### src/hw/rtl/lpm_pkg.sv
// Shared types, command codes and helpers for the route table.
`default_nettype none

package lpm_pkg;

    localparam int TABLE_ENTRIES_DEF = 64;
    localparam int ADDR_W            = 32;
    localparam int LEN_W             = 6;
    localparam int HOP_W             = 32;
    localparam logic [LEN_W-1:0] MAX_LEN = LEN_W'(ADDR_W);

    localparam logic [1:0] CMD_ADD    = 2'd0;
    localparam logic [1:0] CMD_REMOVE = 2'd1;
    localparam logic [1:0] CMD_LOOKUP = 2'd2;

    typedef struct packed {
        logic              valid;
        logic [ADDR_W-1:0] prefix;
        logic [LEN_W-1:0]  length;
        logic [HOP_W-1:0]  hop;
    } t_entry;

    typedef enum logic [1:0] {
        S_IDLE,
        S_SCAN,
        S_FILL,
        S_DONE
    } t_state;

    // Network mask for a prefix length of 0..32.
    function automatic logic [ADDR_W-1:0] len_mask(input logic [LEN_W-1:0] len);
        len_mask = ~({ADDR_W{1'b1}} >> len);
    endfunction

endpackage

`default_nettype wire

### src/hw/rtl/lpm_cell.sv
// One route slot of the rotating table ring.
`default_nettype none

module lpm_cell (
    input  wire                 i_clk,
    input  wire                 i_rst_n,
    input  wire                 i_shift,
    input  wire lpm_pkg::t_entry i_entry,
    output lpm_pkg::t_entry     o_entry
);

    logic                       r_valid;
    logic [lpm_pkg::ADDR_W-1:0] r_prefix;
    logic [lpm_pkg::LEN_W-1:0]  r_length;
    logic [lpm_pkg::HOP_W-1:0]  r_hop;

    always_ff @(posedge i_clk) begin
        if (!i_rst_n) begin
            r_valid <= 1'b0;
        end else if (i_shift) begin
            r_valid <= i_entry.valid;
        end
    end

    always_ff @(posedge i_clk) begin
        if (i_shift) begin
            r_prefix <= i_entry.prefix;
            r_length <= i_entry.length;
            r_hop    <= i_entry.hop;
        end
    end

    assign o_entry.valid  = r_valid;
    assign o_entry.prefix = r_prefix;
    assign o_entry.length = r_length;
    assign o_entry.hop    = r_hop;

endmodule

`default_nettype wire

### src/hw/rtl/longest_prefix_match_table.sv
// Top level: IPv4 longest-prefix-match route table built as a rotating ring of slots.
//
//   channel   signals                                              handshake
//   command   i_command, i_address, i_length, i_next_hop           start / busy
//   result    o_ok, o_hop_out, o_entry_count                       o_result_valid strobe
//
// The slots rotate through a ring of cells; one compare unit sits at cell 0 and sees one
// slot per cycle. Remove and lookup scan one turn of the ring before the result; add does the
// same, and when it fills a free slot a second turn of the ring carries the new route to its
// slot. A new item is taken in the cycle the result is shown. Reset clears the valid bits and
// the count at once; no clearing pass. The receiver cannot stall; each result stands for
// exactly one cycle.
`default_nettype none

module longest_prefix_match_table #(
    parameter int TABLE_ENTRIES = lpm_pkg::TABLE_ENTRIES_DEF,
    localparam int IDX_W        = (TABLE_ENTRIES > 1) ? $clog2(TABLE_ENTRIES) : 1,
    localparam int CNT_W        = $clog2(TABLE_ENTRIES + 1)
) (
    input  wire                        i_clk,
    input  wire                        i_rst_n,
    input  wire                        start,
    output logic                       busy,
    input  wire  [1:0]                 i_command,
    input  wire  [lpm_pkg::ADDR_W-1:0] i_address,
    input  wire  [lpm_pkg::LEN_W-1:0]  i_length,
    input  wire  [lpm_pkg::HOP_W-1:0]  i_next_hop,
    output logic                       o_result_valid,
    output logic                       o_ok,
    output logic [lpm_pkg::HOP_W-1:0]  o_hop_out,
    output logic [CNT_W-1:0]           o_entry_count
);

    localparam logic [IDX_W-1:0] LAST_IDX = IDX_W'(TABLE_ENTRIES - 1);
    localparam logic [CNT_W-1:0] FULL_CNT = CNT_W'(TABLE_ENTRIES);

    lpm_pkg::t_state r_state, n_state;

    logic                       accept;
    logic                       shift;
    logic                       last;
    logic [IDX_W-1:0]           r_idx;

    logic [1:0]                 r_cmd;
    logic [lpm_pkg::ADDR_W-1:0] r_key;
    logic [lpm_pkg::LEN_W-1:0]  r_len;
    logic [lpm_pkg::HOP_W-1:0]  r_hop_in;
    logic                       r_reject, n_reject;

    logic                       r_found, n_found;
    logic                       r_free_seen, n_free_seen;
    logic [IDX_W-1:0]           r_free_idx, n_free_idx;
    logic [lpm_pkg::LEN_W-1:0]  r_best_len, n_best_len;
    logic [lpm_pkg::HOP_W-1:0]  r_best_hop, n_best_hop;

    logic                       r_ok;
    logic [lpm_pkg::HOP_W-1:0]  r_hop;
    logic [CNT_W-1:0]           r_count;

    logic                       route_hit;
    logic                       addr_hit;
    logic                       go_fill;
    logic                       scan_end;
    logic                       fill_end;

    lpm_pkg::t_entry            head;
    lpm_pkg::t_entry            tail;
    lpm_pkg::t_entry            ring [TABLE_ENTRIES];

    // Ring of slots: cell k takes from cell k+1, the last cell takes the edited head.
    for (genvar k = 0; k < TABLE_ENTRIES; k++) begin : g_cell
        lpm_pkg::t_entry cell_in;
        if (k == TABLE_ENTRIES - 1) begin : g_wrap
            assign cell_in = tail;
        end else begin : g_link
            assign cell_in = ring[k+1];
        end
        lpm_cell u_cell (
            .i_clk   (i_clk),
            .i_rst_n (i_rst_n),
            .i_shift (shift),
            .i_entry (cell_in),
            .o_entry (ring[k])
        );
    end

    assign head = ring[0];

    // State machine: next state.
    always_comb begin
        n_state = r_state;
        unique case (r_state)
            lpm_pkg::S_IDLE: begin
                if (start) n_state = lpm_pkg::S_SCAN;
            end
            lpm_pkg::S_SCAN: begin
                if (last) n_state = go_fill ? lpm_pkg::S_FILL : lpm_pkg::S_DONE;
            end
            lpm_pkg::S_FILL: begin
                if (last) n_state = lpm_pkg::S_DONE;
            end
            lpm_pkg::S_DONE: begin
                n_state = start ? lpm_pkg::S_SCAN : lpm_pkg::S_IDLE;
            end
            default: n_state = lpm_pkg::S_IDLE;
        endcase
    end

    // State machine: outputs.
    always_comb begin
        busy           = 1'b0;
        shift          = 1'b0;
        o_result_valid = 1'b0;
        unique case (r_state)
            lpm_pkg::S_IDLE: ;
            lpm_pkg::S_SCAN, lpm_pkg::S_FILL: begin
                busy  = 1'b1;
                shift = 1'b1;
            end
            lpm_pkg::S_DONE: o_result_valid = 1'b1;
            default: ;
        endcase
    end

    assign accept   = start & ~busy;
    assign last     = (r_idx == LAST_IDX);
    assign scan_end = (r_state == lpm_pkg::S_SCAN) & last;
    assign fill_end = (r_state == lpm_pkg::S_FILL) & last;

    always_ff @(posedge i_clk) begin
        if (!i_rst_n) begin
            r_state <= lpm_pkg::S_IDLE;
        end else begin
            r_state <= n_state;
        end
    end

    // Rejections known at accept time.
    always_comb begin
        case (i_command)
            lpm_pkg::CMD_ADD:    n_reject = (r_count == FULL_CNT) | (i_length > lpm_pkg::MAX_LEN);
            lpm_pkg::CMD_REMOVE: n_reject = (i_length > lpm_pkg::MAX_LEN);
            lpm_pkg::CMD_LOOKUP: n_reject = 1'b0;
            default:             n_reject = 1'b1;
        endcase
    end

    // Compare unit at the head cell.
    assign route_hit = head.valid & (head.prefix == r_key) & (head.length == r_len);
    assign addr_hit  = head.valid & ((r_key & lpm_pkg::len_mask(head.length)) == head.prefix);

    always_comb begin
        tail        = head;
        n_found     = r_found;
        n_free_seen = r_free_seen;
        n_free_idx  = r_free_idx;
        n_best_len  = r_best_len;
        n_best_hop  = r_best_hop;
        if (r_state == lpm_pkg::S_SCAN && !r_reject) begin
            case (r_cmd)
                lpm_pkg::CMD_ADD: begin
                    if (route_hit && !r_found) begin
                        tail.hop = r_hop_in;
                        n_found  = 1'b1;
                    end
                    if (!head.valid && !r_free_seen) begin
                        n_free_seen = 1'b1;
                        n_free_idx  = r_idx;
                    end
                end
                lpm_pkg::CMD_REMOVE: begin
                    if (route_hit && !r_found) begin
                        tail.valid = 1'b0;
                        n_found    = 1'b1;
                    end
                end
                lpm_pkg::CMD_LOOKUP: begin
                    if (addr_hit && (!r_found || head.length > r_best_len)) begin
                        n_found    = 1'b1;
                        n_best_len = head.length;
                        n_best_hop = head.hop;
                    end
                end
                default: ;
            endcase
        end else if (r_state == lpm_pkg::S_FILL && r_idx == r_free_idx) begin
            tail.valid  = 1'b1;
            tail.prefix = r_key;
            tail.length = r_len;
            tail.hop    = r_hop_in;
        end
    end

    assign go_fill = (r_cmd == lpm_pkg::CMD_ADD) & ~r_reject & ~n_found & n_free_seen;

    // Slot counter: which slot sits in the head cell.
    always_ff @(posedge i_clk) begin
        if (!i_rst_n) begin
            r_idx <= '0;
        end else if (shift) begin
            r_idx <= last ? '0 : r_idx + 1'b1;
        end
    end

    always_ff @(posedge i_clk) begin
        if (!i_rst_n) begin
            r_count <= '0;
        end else if (fill_end) begin
            r_count <= r_count + 1'b1;
        end else if (scan_end && r_cmd == lpm_pkg::CMD_REMOVE && !r_reject && n_found
                     && r_count != '0) begin
            r_count <= r_count - 1'b1;
        end
    end

    // Latch the command and mask the prefix for add and remove.
    always_ff @(posedge i_clk) begin
        if (accept) begin
            r_cmd       <= i_command;
            r_key       <= (i_command == lpm_pkg::CMD_LOOKUP) ? i_address
                           : (i_address & lpm_pkg::len_mask(i_length));
            r_len       <= i_length;
            r_hop_in    <= i_next_hop;
            r_reject    <= n_reject;
            r_found     <= 1'b0;
            r_free_seen <= 1'b0;
            r_free_idx  <= '0;
            r_best_len  <= '0;
            r_best_hop  <= '0;
        end else begin
            r_found     <= n_found;
            r_free_seen <= n_free_seen;
            r_free_idx  <= n_free_idx;
            r_best_len  <= n_best_len;
            r_best_hop  <= n_best_hop;
        end
    end

    // Result registers.
    always_ff @(posedge i_clk) begin
        if (fill_end) begin
            r_ok  <= 1'b1;
            r_hop <= '0;
        end else if (scan_end && !go_fill) begin
            r_ok  <= ~r_reject & n_found;
            r_hop <= (r_cmd == lpm_pkg::CMD_LOOKUP && n_found) ? n_best_hop : '0;
        end
    end

    assign o_ok          = r_ok;
    assign o_hop_out     = r_hop;
    assign o_entry_count = r_count;

endmodule

`default_nettype wire

### config.mk
export PLATFORM = sky130hd
export DESIGN_NAME = longest_prefix_match_table
export DESIGN_NICKNAME = d
export VERILOG_FILES = /design/src/hw/rtl/lpm_pkg.sv /design/src/hw/rtl/lpm_cell.sv /design/src/hw/rtl/longest_prefix_match_table.sv
export SDC_FILE = /design/constraint.sdc
export NUM_CORES = 2
export LEC_CHECK = 0
export BUFFER_PORTS_ARGS = -buffer_cell sky130_fd_sc_hd__buf_2
export CAP_MARGIN = 20
export CORE_MARGIN = 3
export CORE_UTILIZATION = 40
export CTS_BUF_LIST = sky130_fd_sc_hd__clkbuf_4 sky130_fd_sc_hd__clkbuf_8
export DETAILED_ROUTE_END_ITERATION = 7
export GPL_TIMING_DRIVEN = 0
export REMOVE_ABC_BUFFERS = 1
export SYNTH_ARGS = -nofsm -noshare
export SYNTH_HDL_FRONTEND = slang
export SYNTH_HIERARCHICAL = 1
export SYNTH_SLANG_ARGS = --single-unit
### constraint.sdc
create_clock -name i_clk -period 164.9 [get_ports i_clk]
set_input_delay 32.98 -clock i_clk [delete_from_list [all_inputs] [get_ports i_clk]]
set_output_delay 32.98 -clock i_clk [all_outputs]
set_load 0.005 [all_outputs]
# After elaboration in Yosys (flattened, before gate mapping)
# Cells that the tools add are included.
totals:
  ff_bits: 4711
  in_bits: 75
  output_inout_bits: 42
  word_cells: 371
op_classes:
  addsub: 3
  n_lt_le_gt_ge: 2
  eq_ne: 16
  n_shift: 2
  n_mux: 32
  bitwise_logic: 18
  n_reduce_logical: 27
op_table:
  columns: ["cell", "n"]
  rows:
  - ["32-bit 2-to-1 mux", 8]
  - ["71-bit 2-to-1 mux", 1]
  - ["32-bit AND", 2]
  - ["32-bit equality test", 2]
  - ["32-bit inverter", 2]
  - ["32-bit by 6-bit >> shifter with 32-bit output (first input constant)", 2]
  - ["38-bit 2-to-1 mux", 1]
  - ["7-bit 2-to-1 mux", 2]
  - ["1-bit 2-to-1 mux", 13]
  - ["6-bit equality test", 2]
  - ["1-bit logical AND", 11]
  - ["1-bit AND", 10]
  - ["3-bit AND reduction", 3]
  - ["2-bit equality test (second input constant)", 4]
  - ["2-bit one-hot mux with 4 select lines", 1]
  - ["7-bit by 1-bit adder with 7-bit output (second input constant)", 1]
  - ["7-bit equality test (second input constant)", 1]
  - ["7-bit nonzero test", 1]
  - ["7-bit by 1-bit subtractor with 7-bit output (second input constant)", 1]
  - ["6-bit by 1-bit adder with 6-bit output (second input constant)", 1]
  - ["2-bit by 1-bit equality test with 1-bit output (second input constant)", 3]
  - ["6-bit equality test (second input constant)", 1]
  - ["6-bit > comparator", 1]
  - ["6-bit > comparator (second input constant)", 1]
  - ["other kinds (12)", 25]

# Logic depth before layout (Yosys ltp)
logic_depth:
  ltp_word: 15
  ltp_mapped: 14
  mapped_depth_nobuf: 14

# Hierarchy
# The synthesis kept the hierarchy.
by_module_without_submodules:
  columns: ["module", "n_inst", "cells_each", "area_per_inst_um2", "seq_area_each_um2"]
  rows:
  - ["lpm_cell", 64, 74, 2145.8, 2122.0]
  - ["longest_prefix_match_table", 1, 926, 9537.9, 4073.9]

# Worst setup path after synthesis
# No wires, ideal clock.
synth_timing:
  kind: "register -> output"
  startpoint: "register r_state[0]"
  endpoint: "output port busy"
  arrival_ps: 92623
  t_required_ps: 131920
  path_slack_ps: 39297
  path_stages_with_launch: 3
  path_buffers: 0
  cell_sequence: "dfxtp_1 > inv_1 > ha_1"
synth_via:
  elab_chain_len: 3
  elab_cells_between_ends: 4
  cone_classes: "2 x eq/ne; 1 x mux; 1 x reduce/logical"
synth_lines:
  columns: ["item", "line", "text"]
  rows:
  - ["start: declaration", "longest_prefix_match_table.sv:37", "lpm_pkg::t_state r_state, n_state;"]
  - ["start signal: assignment", "longest_prefix_match_table.sv:132", "r_state <= lpm_pkg::S_IDLE;"]
  - ["start signal: assignment", "longest_prefix_match_table.sv:134", "r_state <= n_state;"]
  - ["2-bit by 1-bit equality test with 1-bit output or 2-bit equality test (tied branches)", "longest_prefix_match_table.sv:114", "unique case (r_state)"]
  - ["2-bit OR reduction *", "longest_prefix_match_table.sv:114", null]
  - ["1-bit 2-to-1 mux *", "longest_prefix_match_table.sv:114", null]
  - ["end: declaration", "longest_prefix_match_table.sv:23", "output logic busy,"]
# Mark *: on every way between the ends. The rest lies on a longest branch, timed or not.

# Worst setup path after layout
layout_timing:
  startpoint: "register r_state[1]"
  endpoint: "output port busy"
# Same word-level chain as after synthesis.

==> run summary <==
Final setup vio count - 0
Crit-path max FO - 71
RSZ-0062 raised after global routing - false
Netlist Area Pre-Place - 146900 um2
Max_slew headroom - 27.22%
Root Buffer - clkbuf_8
Most frequent cells in the layout - edfxtp_1, clkbuf_8, clkbuf_4
Post-Place Cells - 10550
Core area - 363900 um2
Post-CTS setup repair buffer count - 0
Via density - 4.485
Fill count - 29420
Worst vdd ir - 0.00001412 V
Final critical-path share of the clock period - 22.12%
Non-filler cells, final - 11820
Worst setup EP type - primary output
GPL Wtd Cong - 0.7506
Largest net degree at the start of global routing - 84
CTS max path bufs - 4
HPWL after DPL - 108700 um
DR vias - 53000
Share of cells above drive strength 1 - 20.18%
Worst Tran Pin Value - 1.078 ns
Crit path launch type - register
Post-synth EDFFs - 4553
Final Util - 46.51%
IO Pins - 117
Final ANT Viol Nets - 0
Initial drt markers - 4849
R2r setup slk - 158.81 ns
DR pass1 iterations - 5
Seq/Total Area, Yosys - 95.24%
P_leak - 55.67 nW
Most used DFF post-synth - edfxtp_1
Syn. warnings - 6
Gr usage total - 10.84%
Netlist cell types - 71
Final count of hold timing violations - 0
CTS tree - built
Pins over their slew limit - 0
Most common cell after layout, fill and taps aside - edfxtp_1
Nets - 6562
Initial antenna violation count - 17
Required time of the critical path - 131.92 ns
Area growth syn-to-layout - 15.23%
Worst skew pair latency - 1.16 ns
Synth async-reset ratio - 0%
Status - finished clean
CP arrival - 3.50 ns
H-Tree Depth - 6
Post-CTS sizing - 0
Chip height - 612.0 um
Power per cell area - 23.50 nW/um2
Synth Register Bits - 4711
Post-CTS Hold Buffers - 0
Synth Area per Inst - 25.94 um2
Vias in the first global route - 53810
Wire length per cell - 17.40 um
Global-route wire length before repair - 319200 um
# rows - 221
DRC - 0
Class of the tightest hold or removal check - reg -> reg
IO Port Bufs - 116
Routed wire length - 205600 um
Post-Route Skew - 0.1043 ns
Setup CP Type - reg -> out
Max-cap violations - 0
Die W - 612.0 um
Peak Freq - 27.41 MHz
Min Tclk post-route - 36.48 ns
Mapped Cells - 5662
CTS Buf Count - 714
Clock transition at path regs - 0.06 ns
Die ar. - 374500 um2
Global-route congestion overflow total - 0
Clock Sinks - 4711
Starting Density - 40.36%
[cells by family after synthesis]
logic type | synth area share (%)
flops | 95.24
simple gates | 1.293
mux | 1.543
compound gates | 0.8519
buf+inv | 0.6219
xor+xnor | 0.2743
fa+ha+maj | 0.1721
[critical path: stages, from the launching register on]
cell	delay [ns]
dfxtp_1	0.37
inv_1	0.12
ha_4	0.50
buf_16	0.32
buf_16	0.34
buf_16	0.38
buf_2	0.19
[sequential cells by signal (all words and copies together), names as in the netlist, 7 cells and up]
register	flops
g_cell.u_cell/r_hop	2048
g_cell.u_cell/r_valid	64
r_hop_in	32
r_best_hop	32
o_hop_out	32
g_cell.u_cell/r_length	384
r_key	32
o_entry_count	7
g_cell.u_cell/r_prefix	2048
[power breakdown]
group          switching [mW]  internal [mW]
Clock                   0.438          0.489
Sequential              0.187           2.32
Combinational           0.425          0.118
Total                    1.05           2.93
[per-stage QoR]
step                area (um2)  total power, mW  worst slack (ns)  setup TNS (ns)  hold WS (ns)
floorplan               146000            6.711            -70.84        -7907.40        0.4003
global placement        152600            6.768           -318.28               -        0.4002
detailed placement      155100            3.090            129.54               0        0.4045
CTS                     169200            4.057            128.15               0        0.3457
global route            169200            4.203            128.09               0        0.3701
finish                  169200            3.977            128.42               0        0.3439
[cell usage after synthesis, types with 5 or more instances]
library cell	count	area [um2]
nand2_1	38	142.6
inv_1	23	86.33
dfxtp_1	158	3163
a31oi_1	5	31.28
buf_2	12	60.06
a21oi_1	22	110.1
nor3_1	12	60.06
clkbuf_1	36	135.1
a21boi_0	20	150.1
o21ai_0	35	175.2
nand4_1	11	68.82
nand3_1	19	95.09
or3_1	5	31.28
buf_6	5	56.30
nor2_1	72	270.3
o31a_1	7	61.31
xnor2_1	13	113.9
xor2_1	33	289.0
nor2b_1	93	581.8
buf_4	65	488.0
o2bb2ai_1	32	280.3
edfxtp_1	4553	136700
mux2i_1	151	1511
ha_1	17	212.7
o21a_1	6	45.04
mux2_2	66	743.2
nand2b_1	19	118.9
nor4_1	11	68.82
and2_1	45	281.5
[routing by layer]
| layer | wire [um] | GRT usage [%] |
|---|---|---|
| met5 | 12 | 0 |
| met4 | 5747 | 4.300 |
| met3 | 9870 | 2.447 |
| met2 | 88330 | 14.73 |
| met1 | 101600 | 16.85 |
[worst paths after layout]
kind                                  startpoint                        endpoint  cells after the start
hold / removal    g_cell[48].u_cell/r_prefix[11]  g_cell[47].u_cell/r_prefix[11]                      0
hold reg to reg   g_cell[48].u_cell/r_prefix[11]  g_cell[47].u_cell/r_prefix[11]                      0
setup / recovery                      r_state[1]                            busy                      6
setup reg to reg                      r_state[1]     g_cell[43].u_cell/r_hop[14]                     15
[cell type report]
class	count	area, um2	share of cell area (%)
inverter	23	86.33	0.05101
clock inverter	274	2074	1.226
sequential	4711	139900	82.66
tap	4794	5998	3.544
timing repair buffer	215	3025	1.788
antenna	5	12.51	0.007393
clock buffer	991	12030	7.106
multi-input combinational	804	6130	3.622
Power figures use the tool's default switching activity.
